==> src/tsco_pkg.sv <==
package tsco_pkg;

  // walker position inside one option
  typedef enum logic [1:0] {
    PH_KIND = 2'd0,
    PH_SIZE = 2'd1,
    PH_BODY = 2'd2
  } phase_t;

  // option kinds
  localparam logic [7:0] KIND_EOL   = 8'd0;
  localparam logic [7:0] KIND_NOP   = 8'd1;
  localparam logic [7:0] KIND_WS    = 8'd3;
  localparam logic [7:0] KIND_SACKP = 8'd4;
  localparam logic [7:0] KIND_TS    = 8'd8;

  // option lengths
  localparam logic [7:0] LEN_MIN   = 8'd2;
  localparam logic [7:0] LEN_WS    = 8'd3;
  localparam logic [7:0] LEN_SACKP = 8'd2;
  localparam logic [7:0] LEN_TS    = 8'd10;

  // body byte index range of the timestamp tsval
  localparam logic [7:0] TSVAL_FIRST = 8'd2;
  localparam logic [7:0] TSVAL_LAST  = 8'd5;
  localparam logic [7:0] WS_INDEX    = 8'd2;

  // window scale limits
  localparam logic [7:0] MAX_WSCALE     = 8'd14;
  localparam logic [3:0] WSCALE_DEFAULT = 4'hf;

  // byte offset saturation point
  localparam logic [5:0] OFFSET_MAX = 6'd63;

endpackage

==> src/tcp_syn_ts_cookie_option_parser.sv <==
// TCP SYN option walker that builds a timestamp SYN cookie.
//
// Input stream (in_*): one TCP option byte per transfer. in_tuser marks a real
// byte, in_tdata carries the byte, the segment start flag, the option area
// length, the millisecond clock and the ECE&CWR flag; in_tlast marks the final
// transfer of a segment. Only the final transfer produces a result.
// Output stream (out_*): one transfer per segment with ts_found in out_tuser
// and the cookie tsval and echoed tsecr in out_tdata.
//
// Throughput is one input transfer per cycle while in_tready is high: the
// parse state is updated by a single pass of logic between the input register
// and the result register, which raises out_tvalid for the last byte.
// Reset (rst_n low, synchronous) empties both registers and returns the walker
// to its initial state. When the receiver stalls with a result held, non-last
// bytes keep flowing; a second last byte waits in the input register and
// in_tready drops until the held result is taken.
module tcp_syn_ts_cookie_option_parser
  import tsco_pkg::*;
#(
  parameter int MAX_OPTION_STEPS = 10,
  parameter int MAX_OPTION_BYTES = 40
) (
  input  logic        clk,
  input  logic        rst_n,
  input  logic        in_tvalid,
  output logic        in_tready,
  // [7:0] opt_byte, [8] first_item, [14:9] options_len, [46:15] now_ms,
  // [47] ece_and_cwr
  input  logic [47:0] in_tdata,
  // [0] byte_present
  input  logic        in_tuser,
  input  logic        in_tlast,
  output logic        out_tvalid,
  input  logic        out_tready,
  // [31:0] cookie_tsval, [63:32] echo_tsecr
  output logic [63:0] out_tdata,
  // [0] ts_found
  output logic        out_tuser
);

  localparam int STEP_W = $clog2(MAX_OPTION_STEPS + 1);
  localparam logic [STEP_W-1:0] STEP_MAX = STEP_W'(MAX_OPTION_STEPS);
  localparam logic [STEP_W-1:0] STEP_ONE = STEP_W'(1);
  localparam logic [5:0] BYTES_MAX = 6'(MAX_OPTION_BYTES);

  // input register
  logic        s1_valid_r;
  logic [7:0]  s1_byte_r;
  logic        s1_present_r;
  logic        s1_first_r;
  logic        s1_last_r;
  logic [5:0]  s1_len_r;
  logic [31:0] s1_now_r;
  logic        s1_ecn_r;

  logic s1_hold;
  logic s1_fire;

  // parse state
  logic [5:0]        offset_r,  offset_nxt;
  phase_t            phase_r,   phase_nxt;
  logic [7:0]        kind_r,    kind_nxt;
  logic [7:0]        size_r,    size_nxt;
  logic [7:0]        idx_r,     idx_nxt;
  logic [STEP_W-1:0] step_r,    step_nxt;
  logic              stopped_r, stopped_nxt;
  logic [3:0]        scale_r,   scale_nxt;
  logic              sack_r,    sack_nxt;
  logic              ts_r,      ts_nxt;
  logic [31:0]       echo_r,    echo_nxt;
  logic [5:0]        area_r,    area_nxt;

  // result register
  logic        out_valid_r, out_valid_nxt;
  logic        res_ts_r,    res_ts_nxt;
  logic [31:0] res_cookie_r, res_cookie_nxt;
  logic [31:0] res_echo_r,   res_echo_nxt;

  // flow control: only a last byte needs room in the result register
  assign s1_hold   = s1_valid_r && s1_last_r && out_valid_r && !out_tready;
  assign s1_fire   = s1_valid_r && !s1_hold;
  assign in_tready = !s1_hold;

  // input register load
  always_ff @(posedge clk) begin
    if (!rst_n) begin
      s1_valid_r <= 1'b0;
    end else if (in_tready) begin
      s1_valid_r <= in_tvalid;
    end
  end

  always_ff @(posedge clk) begin
    if (in_tready && in_tvalid) begin
      s1_byte_r    <= in_tdata[7:0];
      s1_first_r   <= in_tdata[8];
      s1_len_r     <= in_tdata[14:9];
      s1_now_r     <= in_tdata[46:15];
      s1_ecn_r     <= in_tdata[47];
      s1_present_r <= in_tuser;
      s1_last_r    <= in_tlast;
    end
  end

  // option walk, one byte per pass
  always_comb begin
    logic [5:0] pos;
    logic       do_end;

    offset_nxt  = offset_r;
    phase_nxt   = phase_r;
    kind_nxt    = kind_r;
    size_nxt    = size_r;
    idx_nxt     = idx_r;
    step_nxt    = step_r;
    stopped_nxt = stopped_r;
    scale_nxt   = scale_r;
    sack_nxt    = sack_r;
    ts_nxt      = ts_r;
    echo_nxt    = echo_r;
    area_nxt    = area_r;
    do_end      = 1'b0;

    // segment start clears the walk and latches the area length
    if (s1_first_r) begin
      offset_nxt  = '0;
      phase_nxt   = PH_KIND;
      kind_nxt    = '0;
      size_nxt    = '0;
      idx_nxt     = '0;
      step_nxt    = '0;
      stopped_nxt = 1'b0;
      scale_nxt   = WSCALE_DEFAULT;
      sack_nxt    = 1'b0;
      ts_nxt      = 1'b0;
      echo_nxt    = '0;
      area_nxt    = (s1_len_r > BYTES_MAX) ? BYTES_MAX : s1_len_r;
    end

    pos = offset_nxt;

    if (s1_present_r) begin
      if (offset_nxt != OFFSET_MAX) begin
        offset_nxt = offset_nxt + 6'd1;
      end
      if (!stopped_nxt) begin
        case (phase_nxt)
          PH_KIND: begin
            if (step_nxt >= STEP_MAX || pos >= area_nxt || s1_byte_r == KIND_EOL) begin
              stopped_nxt = 1'b1;
            end else if (s1_byte_r == KIND_NOP) begin
              do_end = 1'b1;
            end else if ({1'b0, pos} + 7'd1 >= {1'b0, area_nxt}) begin
              stopped_nxt = 1'b1;
            end else begin
              kind_nxt  = s1_byte_r;
              phase_nxt = PH_SIZE;
            end
          end
          PH_SIZE: begin
            // the option began one byte before this one
            if (s1_byte_r < LEN_MIN ||
                ({3'b0, pos} - 9'd1 + {1'b0, s1_byte_r}) > {3'b0, area_nxt}) begin
              stopped_nxt = 1'b1;
            end else begin
              size_nxt = s1_byte_r;
              idx_nxt  = 8'd2;
              if (s1_byte_r == LEN_SACKP) begin
                if (kind_nxt == KIND_SACKP) begin
                  sack_nxt = 1'b1;
                end
                do_end = 1'b1;
              end else begin
                phase_nxt = PH_BODY;
              end
            end
          end
          PH_BODY: begin
            if (kind_nxt == KIND_WS && size_nxt == LEN_WS && idx_nxt == WS_INDEX) begin
              scale_nxt = (s1_byte_r < MAX_WSCALE) ? s1_byte_r[3:0] : MAX_WSCALE[3:0];
            end
            if (kind_nxt == KIND_TS && size_nxt == LEN_TS &&
                idx_nxt >= TSVAL_FIRST && idx_nxt <= TSVAL_LAST) begin
              echo_nxt = {echo_nxt[23:0], s1_byte_r};
              if (idx_nxt == TSVAL_LAST) begin
                ts_nxt = 1'b1;
              end
            end
            idx_nxt = idx_nxt + 8'd1;
            if (idx_nxt >= size_nxt) begin
              do_end = 1'b1;
            end
          end
          default: begin
            stopped_nxt = 1'b1;
          end
        endcase
      end
    end

    // close one option step
    if (do_end) begin
      if (step_nxt < STEP_MAX) begin
        step_nxt = step_nxt + STEP_ONE;
      end
      phase_nxt = PH_KIND;
    end
  end

  // cookie for the segment, built from the updated state
  always_comb begin
    res_ts_nxt     = ts_nxt;
    res_cookie_nxt = '0;
    res_echo_nxt   = '0;
    if (ts_nxt) begin
      res_cookie_nxt = {s1_now_r[31:6], s1_ecn_r, sack_nxt, scale_nxt};
      res_echo_nxt   = echo_nxt;
    end
  end

  // parse state update
  always_ff @(posedge clk) begin
    if (!rst_n) begin
      offset_r  <= '0;
      phase_r   <= PH_KIND;
      kind_r    <= '0;
      size_r    <= '0;
      idx_r     <= '0;
      step_r    <= '0;
      stopped_r <= 1'b0;
      scale_r   <= WSCALE_DEFAULT;
      sack_r    <= 1'b0;
      ts_r      <= 1'b0;
      echo_r    <= '0;
      area_r    <= '0;
    end else if (s1_fire) begin
      offset_r  <= offset_nxt;
      phase_r   <= phase_nxt;
      kind_r    <= kind_nxt;
      size_r    <= size_nxt;
      idx_r     <= idx_nxt;
      step_r    <= step_nxt;
      stopped_r <= stopped_nxt;
      scale_r   <= scale_nxt;
      sack_r    <= sack_nxt;
      ts_r      <= ts_nxt;
      echo_r    <= echo_nxt;
      area_r    <= area_nxt;
    end
  end

  // result register
  always_comb begin
    out_valid_nxt = out_valid_r;
    if (s1_fire && s1_last_r) begin
      out_valid_nxt = 1'b1;
    end else if (out_tready) begin
      out_valid_nxt = 1'b0;
    end
  end

  always_ff @(posedge clk) begin
    if (!rst_n) begin
      out_valid_r <= 1'b0;
    end else begin
      out_valid_r <= out_valid_nxt;
    end
  end

  always_ff @(posedge clk) begin
    if (s1_fire && s1_last_r) begin
      res_ts_r     <= res_ts_nxt;
      res_cookie_r <= res_cookie_nxt;
      res_echo_r   <= res_echo_nxt;
    end
  end

  assign out_tvalid = out_valid_r;
  assign out_tuser  = res_ts_r;
  assign out_tdata  = {res_echo_r, res_cookie_r};

  // a held result is never overwritten by the next last byte
  assert property (@(posedge clk) disable iff (!rst_n)
    s1_valid_r && s1_last_r && out_valid_r && !out_tready |-> !in_tready)
    else $error("last byte advanced over a stalled result");

  // no timestamp means an all-zero cookie and tsecr
  assert property (@(posedge clk) disable iff (!rst_n)
    out_tvalid && !out_tuser |-> out_tdata == 64'd0)
    else $error("nonzero cookie without timestamp");

  // step counter saturates at its limit
  assert property (@(posedge clk) disable iff (!rst_n)
    step_r <= STEP_MAX)
    else $error("step counter beyond limit");

endmodule
==> config.mk <==
export PLATFORM = sky130hd
export DESIGN_NAME = tcp_syn_ts_cookie_option_parser
export DESIGN_NICKNAME = d
export VERILOG_FILES = /design/src/tsco_pkg.sv /design/src/tcp_syn_ts_cookie_option_parser.sv
export SDC_FILE = /design/constraint.sdc
export NUM_CORES = 1
export LEC_CHECK = 0
export ABC_AREA = 0
export BUFFER_PORTS_ARGS = -buffer_cell sky130_fd_sc_hd__buf_4
export CORE_MARGIN = 1.5
export CORE_UTILIZATION = 42
export DETAILED_ROUTE_END_ITERATION = 10
export GPL_ROUTABILITY_DRIVEN = 0
export GPL_TIMING_DRIVEN = 0
export PLACE_DENSITY = 0.7
export SETUP_SLACK_MARGIN = 0.02
export SLEW_MARGIN = 20
export SYNTH_ARGS = -nofsm -noshare
export SYNTH_HDL_FRONTEND = slang
export SYNTH_SLANG_ARGS = --single-unit
==> constraint.sdc <==
create_clock -name clk -period 11 [get_ports clk]
set_clock_uncertainty 0.1 [all_clocks]
set_input_delay 0.55 -clock clk [delete_from_list [all_inputs] [get_ports clk]]
set_output_delay 0.55 -clock clk [all_outputs]
set_load 0.005 [all_outputs]
* Yosys cells after proc, flatten, opt, wreduce, memory -nomap -nowiden
Cells that the tools add are included.
** Storage, ports and cells
- Flip-flop bits (word level) :: 198
- Output and inout port bits :: 67
- Input port bits :: 54
- Word-level logic and storage cells :: 149
** Operators by class
- Magnitude comparators :: 11
- Add/sub/neg operators :: 6
- Muxes and demuxes :: 77
- Reduce and logical (&&, ||, !) cells :: 19
- Equality and inequality tests :: 12
** Operator list (count)
- $mux W32 :: 5
- $mux W8 :: 16
- $mux W4 :: 9
- $eq A8 B2 Y1 const B :: 4
- $mux W6 :: 5
- $mux W1 :: 29
- $mux W2 :: 9
- $eq A8 B3 Y1 const B :: 2
- $eq A8 B4 Y1 const B :: 2
- $pmux W8 S2 :: 1
- $logic_and A1 B1 Y1 :: 11
- $add A9 B8 Y9 :: 1
- $gt A9 B6 Y1 :: 1
- $add A8 B1 Y8 const B :: 1
- $eq A8 B1 Y1 const B :: 1
- $ge A8 B2 Y1 const B :: 1
- $ge A8 B8 Y1 :: 1
- $le A8 B3 Y1 const B :: 1
- $logic_not A8 Y1 :: 1
- $lt A8 B2 Y1 const B :: 1
- $lt A8 B4 Y1 const B :: 1
- $add A6 B1 Y7 const B :: 1
- $ge A7 B6 Y1 :: 1
- $sub A6 B1 Y7 const B :: 1
- 15 further kinds :: 19

* Longest topological paths before layout
- Depth after elaboration :: 11
- Gate-level depth with buffers :: 22
- Depth with buffers taken out :: 18

* Least setup slack after synthesis
No wires, ideal clock.
- Kind :: register -> register
- From :: reg s1_first_r
- To :: reg step_r[1]
- Library setup time :: 0.116 ns
- Required time :: 10.784 ns
- Setup slack :: 6.637 ns
- Arrival time :: 4.147 ns
- Path buffers :: 2
- Stages on the path, launching flop included :: 20
- Cell sequence :: edfxtp_1 clkinv_1 clkbuf_1 buf_1 nand2_1 ha_1 xor2_1 ha_1 a21oi_2 nand2_1 xor2_1 ha_1 o21ai_0 o221ai_1 a21oi_1 o221a_2 nand3_2 a211oi_4 a21oi_1 a41o_1
** Between the ends
- Word-level cells in the longest chain between the ends :: 10
- Elaborated cells between the ends (all ways) :: 30
- Those cells by class :: add/sub: 4; order compare: 5; eq/ne: 2; mux: 15; reduce/logical: 4
** RTL lines
- start: declaration :: line tcp_syn_ts_cookie_option_parser.sv:50 : logic s1_first_r;
- start signal: assignment :: line tcp_syn_ts_cookie_option_parser.sv:96 : s1_first_r <= in_tdata[8];
- $mux W6 :: line tcp_syn_ts_cookie_option_parser.sv:125 : if (s1_first_r) begin
- $sub A6 B1 Y7 :: line tcp_syn_ts_cookie_option_parser.sv:163 : ({3'b0, pos} - 9'd1 + {1'b0, s1_byte_r}) > {3'b0, area_nxt}) begin
- $add A9 B8 Y9 :: line tcp_syn_ts_cookie_option_parser.sv:163
- $gt A9 B6 Y1 :: line tcp_syn_ts_cookie_option_parser.sv:163
- $logic_or A1 B1 Y1 :: line tcp_syn_ts_cookie_option_parser.sv:162 : if (s1_byte_r < LEN_MIN ||
- $mux W1 :: line tcp_syn_ts_cookie_option_parser.sv:162
- $pmux W1 S3 :: line tcp_syn_ts_cookie_option_parser.sv:147 : case (phase_nxt)
- $mux W1 :: line tcp_syn_ts_cookie_option_parser.sv:146 : if (!stopped_nxt) begin
- $mux W1 :: line tcp_syn_ts_cookie_option_parser.sv:142 : if (s1_present_r) begin
- $mux W4 (*) :: line tcp_syn_ts_cookie_option_parser.sv:202 : if (do_end) begin
- end signal: assignment :: line tcp_syn_ts_cookie_option_parser.sv:242 : step_r <= step_nxt;
- end: declaration :: line tcp_syn_ts_cookie_option_parser.sv:65 : logic [STEP_W-1:0] step_r, step_nxt;
Every way passes the cells marked *; elsewhere a longest branch is shown, timed or not.
A chain may end at the register's enable or synchronous reset.

* Final worst setup path
- From :: reg s1_first_r
- To :: reg idx_r[6]
** Between the ends
- Word-level cells in the longest chain between the ends :: 9
- Elaborated cells between the ends (all ways) :: 16
- Those cells by class :: add/sub: 3; order compare: 1; eq/ne: 2; mux: 9; reduce/logical: 1
** RTL lines
- $mux W6 :: line tcp_syn_ts_cookie_option_parser.sv:125
- $sub A6 B1 Y7 :: line tcp_syn_ts_cookie_option_parser.sv:163
- $add A9 B8 Y9 :: line tcp_syn_ts_cookie_option_parser.sv:163
- $gt A9 B6 Y1 :: line tcp_syn_ts_cookie_option_parser.sv:163
- $logic_or A1 B1 Y1 :: line tcp_syn_ts_cookie_option_parser.sv:162
- $mux W8 :: line tcp_syn_ts_cookie_option_parser.sv:162
- $pmux W8 S2 :: line tcp_syn_ts_cookie_option_parser.sv:147
- $mux W8 :: line tcp_syn_ts_cookie_option_parser.sv:146
- $mux W8 (*) :: line tcp_syn_ts_cookie_option_parser.sv:142
- end signal: assignment :: line tcp_syn_ts_cookie_option_parser.sv:241 : idx_r <= idx_nxt;
- end: declaration :: line tcp_syn_ts_cookie_option_parser.sv:64 : logic [7:0] idx_r, idx_nxt;
Marks and branches as above.

==> impl_results.md <==
- Status: completed
- CTS sink count: 192
- Vias in the first global route: between 7,000 and 8,000
- Iteration-0 DRC Markers: 720
- Clock power share: 40.8%
- Reg2Reg Depth: 20
- CTS tree: built
- Bufs on Longest Clock Path: 2
- DRT Pass-1 Iters: 7
- Hold Path Cell Cnt: 1
- Count of final setup violators: 0
- Setup crit end kind: flop
- Die Height: 151 um
- WS Path Type: reg2reg
- Post-Route WL: 24,200 um
- Die width: between 150 and 200 um
- Critical-path cell list: clkbuf_1 -> clkbuf_1 -> clkbuf_1 -> nor2b_1 -> inv_1 -> ha_1 -> xor2_1 -> ha_1 -> a21oi_2 -> nand2_1 -> xor2_1 -> ha_1 -> o21ai_0 -> o221ai_1 -> a21oi_1 -> o221a_2 -> and2_1 -> nor2_1 -> o21ai_0 -> o21ai_0
- Slew Limit Headroom: 41.1%
- Syn Nets: 1,020
- Post-CTS Setup Inserts: 0
- Final ANT Viol Nets: 0
- Dpl hpwl: ~17,000 um
- Fillers: 1,933
- Reg2reg start: s1_first_r$_DFFE_PP_
- Primary FF master, synth: edfxtp_1
- CTS resizes: 0
- CP max-delay cell: clkbuf_1
- CP max stage delay: 0.59 ns
- Core ar.: 0.0217 mm2
- Worst slew pin tran: a little under 0.9 ns
- GRT Util Overall: between 20% and 30%
- Largest net degree at the start of global routing: 29
- # DRC: 0
- CP required: about 11 ns
- Number of flops mapped to enable cells by yosys: 109
- Switching Power: 0.000411 W
- Hold Path Class: in2reg
- Switching Share: 26.0%
- Critical Path Start Type: flop
- CP bufs+invs: 4
- Port bufs: 113
- Synthesis-to-finish area growth: 20.9%
- Worst path arrival time: 6.05 ns
- Maximum vdd drop: 0.130 mV
- Register area share after synthesis: a little over half
- GRT overflow: 0
- WHS: 0.177 ns
- Hold Buf Count CTS: 0
- Logic pwr share: under 10%
- Synth Warn #: 0
- Synth top area share: a little over a third
- Finished Layout Cells: 1,348
- Share of cells above drive strength 1: between 10% and 20%
- Clock-pin transition on the worst setup and hold timing paths: around 0.08 ns
- H-tree Lvls: 4
- Cell area after synthesis: a little over 0.009 mm2
- Top-count cell post-synth: edfxtp_1
- Vias: 7,643
- Setup TNS: 0 ns
- Wire per inst: 18.0 um
- Ant diodes: 0
- Post-synth ARST share: 0%
- First-pass GRT wire length: 38,000 um
- Final Hold Fails: 0
- Post-Synthesis Mean Instance Area: slightly above 10 um2
- Worst-path fanout max: 10
- Cells after synthesis: 919
- Post-place setup slack: 5.32 ns
- Final WS setup: 5.15 ns
- Final Cycle Share: 53.2%
- CTS Buf Count: 17
- Synthesized flop and latch total: between 150 and 200
- Initial core utilization: 42.6%
- Worst skew pair latency: about 0.44 ns
- Max Slew Vio Count: 0
- Internal power: 0.00117 W
- Power density over the cells: about 140 mW/mm2
- Most frequent cells after synthesis: 109 x edfxtp_1, 107 x nand2_1, 88 x nor2_1
- WHS Endpoint: s1_byte_r[0]$_DFFE_PP_
- Row count: between 50 and 60
- Die ar.: 0.0229 mm2
- I/O pin count: approximately 120
- Setup slack, reg-to-reg: 5.15 ns
- CP top delay family: buffers and inverters
- Hold wc startpoint: in_tdata[0]
- Max-cap violations: 0
- Lkg Pwr: 3.96 nW
- Initial antenna violation count: 0
- Sequential share of power: roughly half
- Minimum clock period: 5.85 ns
- Root buffer cell: clkbuf_16
- Placed insts: 1,316
- Util after Layout: 51.6%
- Max Freq: 171 MHz
- Vias per cell: 5.67
- RSZ-0062 raised after global routing: no
- Yosys top cell by area: edfxtp_1
- Largest cells by area after synthesis: edfxtp_1 35%, dfxtp_1 18%, ha_1 6.2%
- Final nets: 1,156
- Netlist cell types: 67
- FF-to-FF End: idx_r[6]$_SDFFE_PN0P_
-- logic make-up after synthesis --
| logic type | Yosys count | synth area share [%] |
|---|---|---|
| adders and majority gates | 47 | 6.44 |
| buffers and inverters | 84 | 3.61 |
| muxes | 2 | 0.216 |
| xor gates and xnor gates | 18 | 1.70 |
| DFF | 192 | 53.4 |
| and+or+nand+nor | 338 | 17.5 |
| AOI/OAI and AO/OA | 238 | 17.2 |
-- state kept, by name, summed over array words and instances, names as in the netlist, 2 cells and up --
signal	flops
phase_r	2
offset_r	6
echo_r	32
s1_byte_r	8
res_echo_r	32
scale_r	4
area_r	6
size_r	8
step_r	4
kind_r	8
idx_r	8
s1_now_r	26
s1_len_r	6
res_cookie_r	32
-- worst max path at each step --
stage                    startpoint                     end  slack (ns)  depth (start not counted)
4_1_cts        s1_first_r$_DFFE_PP_  step_r[1]$_SDFFE_PN0P_        5.29                         20
6_report       s1_first_r$_DFFE_PP_   idx_r[6]$_SDFFE_PN0P_        5.15                         20
3_3_place_gp   s1_first_r$_DFFE_PP_   idx_r[2]$_SDFFE_PN0P_        5.42                         20
3_5_place_dp   s1_first_r$_DFFE_PP_  step_r[1]$_SDFFE_PN0P_        5.32                         20
5_1_grt        s1_first_r$_DFFE_PP_  size_r[6]$_SDFFE_PN0P_        4.80                         20
2_1_floorplan  s1_first_r$_DFFE_PP_  step_r[1]$_SDFFE_PN0P_        6.64                         19
-- final cells by class --
cell class / instances / area (um2) / area share, %
inverter: 26 / 97.6 / 0.873
clock inverter: 14 / 181 / 1.62
multi-input combinational: 643 / 4000 / 35.8
timing repair buffer: 117 / 951 / 8.50
buffer: 58 / 236 / 2.11
sequential: 192 / 4930 / 44.1
tap: 280 / 350 / 3.13
clock buffer: 18 / 429 / 3.84
-- power groups by stage --
stage	clock [W]	combinational, W	sequential, W
after detailed placement	0	0.000142	0.000806
after floorplan	0	0.0000804	0.000805
after global routing	0.000680	0.000158	0.000792
after global placement	0	0.000135	0.000808
final	0.000644	0.000145	0.000790
after CTS	0.000652	0.000143	0.000790
-- layer usage --
layer | GRT usage [%] | vias up | share of wire [%]
li1 | - | 3638 | -
met2 | 33.3 | 316 | 46
met5 | 0 | - | 0
met4 | 9.61 | 0 | 3.3
met1 | 29.6 | 3624 | 43
met3 | 3.73 | 65 | 7.4
-- per-stage QoR --
stage	instance area, um2	power (W)
floorplan	9250	0.000886
finish	11200	0.00158
CTS	11200	0.00158
detailed placement	10600	0.000948
global route	11200	0.00163
global placement	10400	0.000943
-- layout by cell type (no fill, tap or decap), types with 8 or more instances in the layout --
cell type / instances
xnor2_1: 8
buf_2: 9
edfxtp_1: 109
inv_1: 24
dfxtp_1: 83
a32o_1: 8
clkbuf_1: 42
buf_4: 113
nand4_1: 10
xor2_1: 10
ha_1: 46
nand3_1: 38
a21oi_1: 79
nor3_1: 12
a22oi_1: 35
nor2_1: 87
a21o_1: 8
o21ai_0: 31
clkbuf_16: 17
and3_1: 11
nand2_1: 107
a211oi_1: 12
nor2b_1: 38
(Power assumes the default switching activity.)
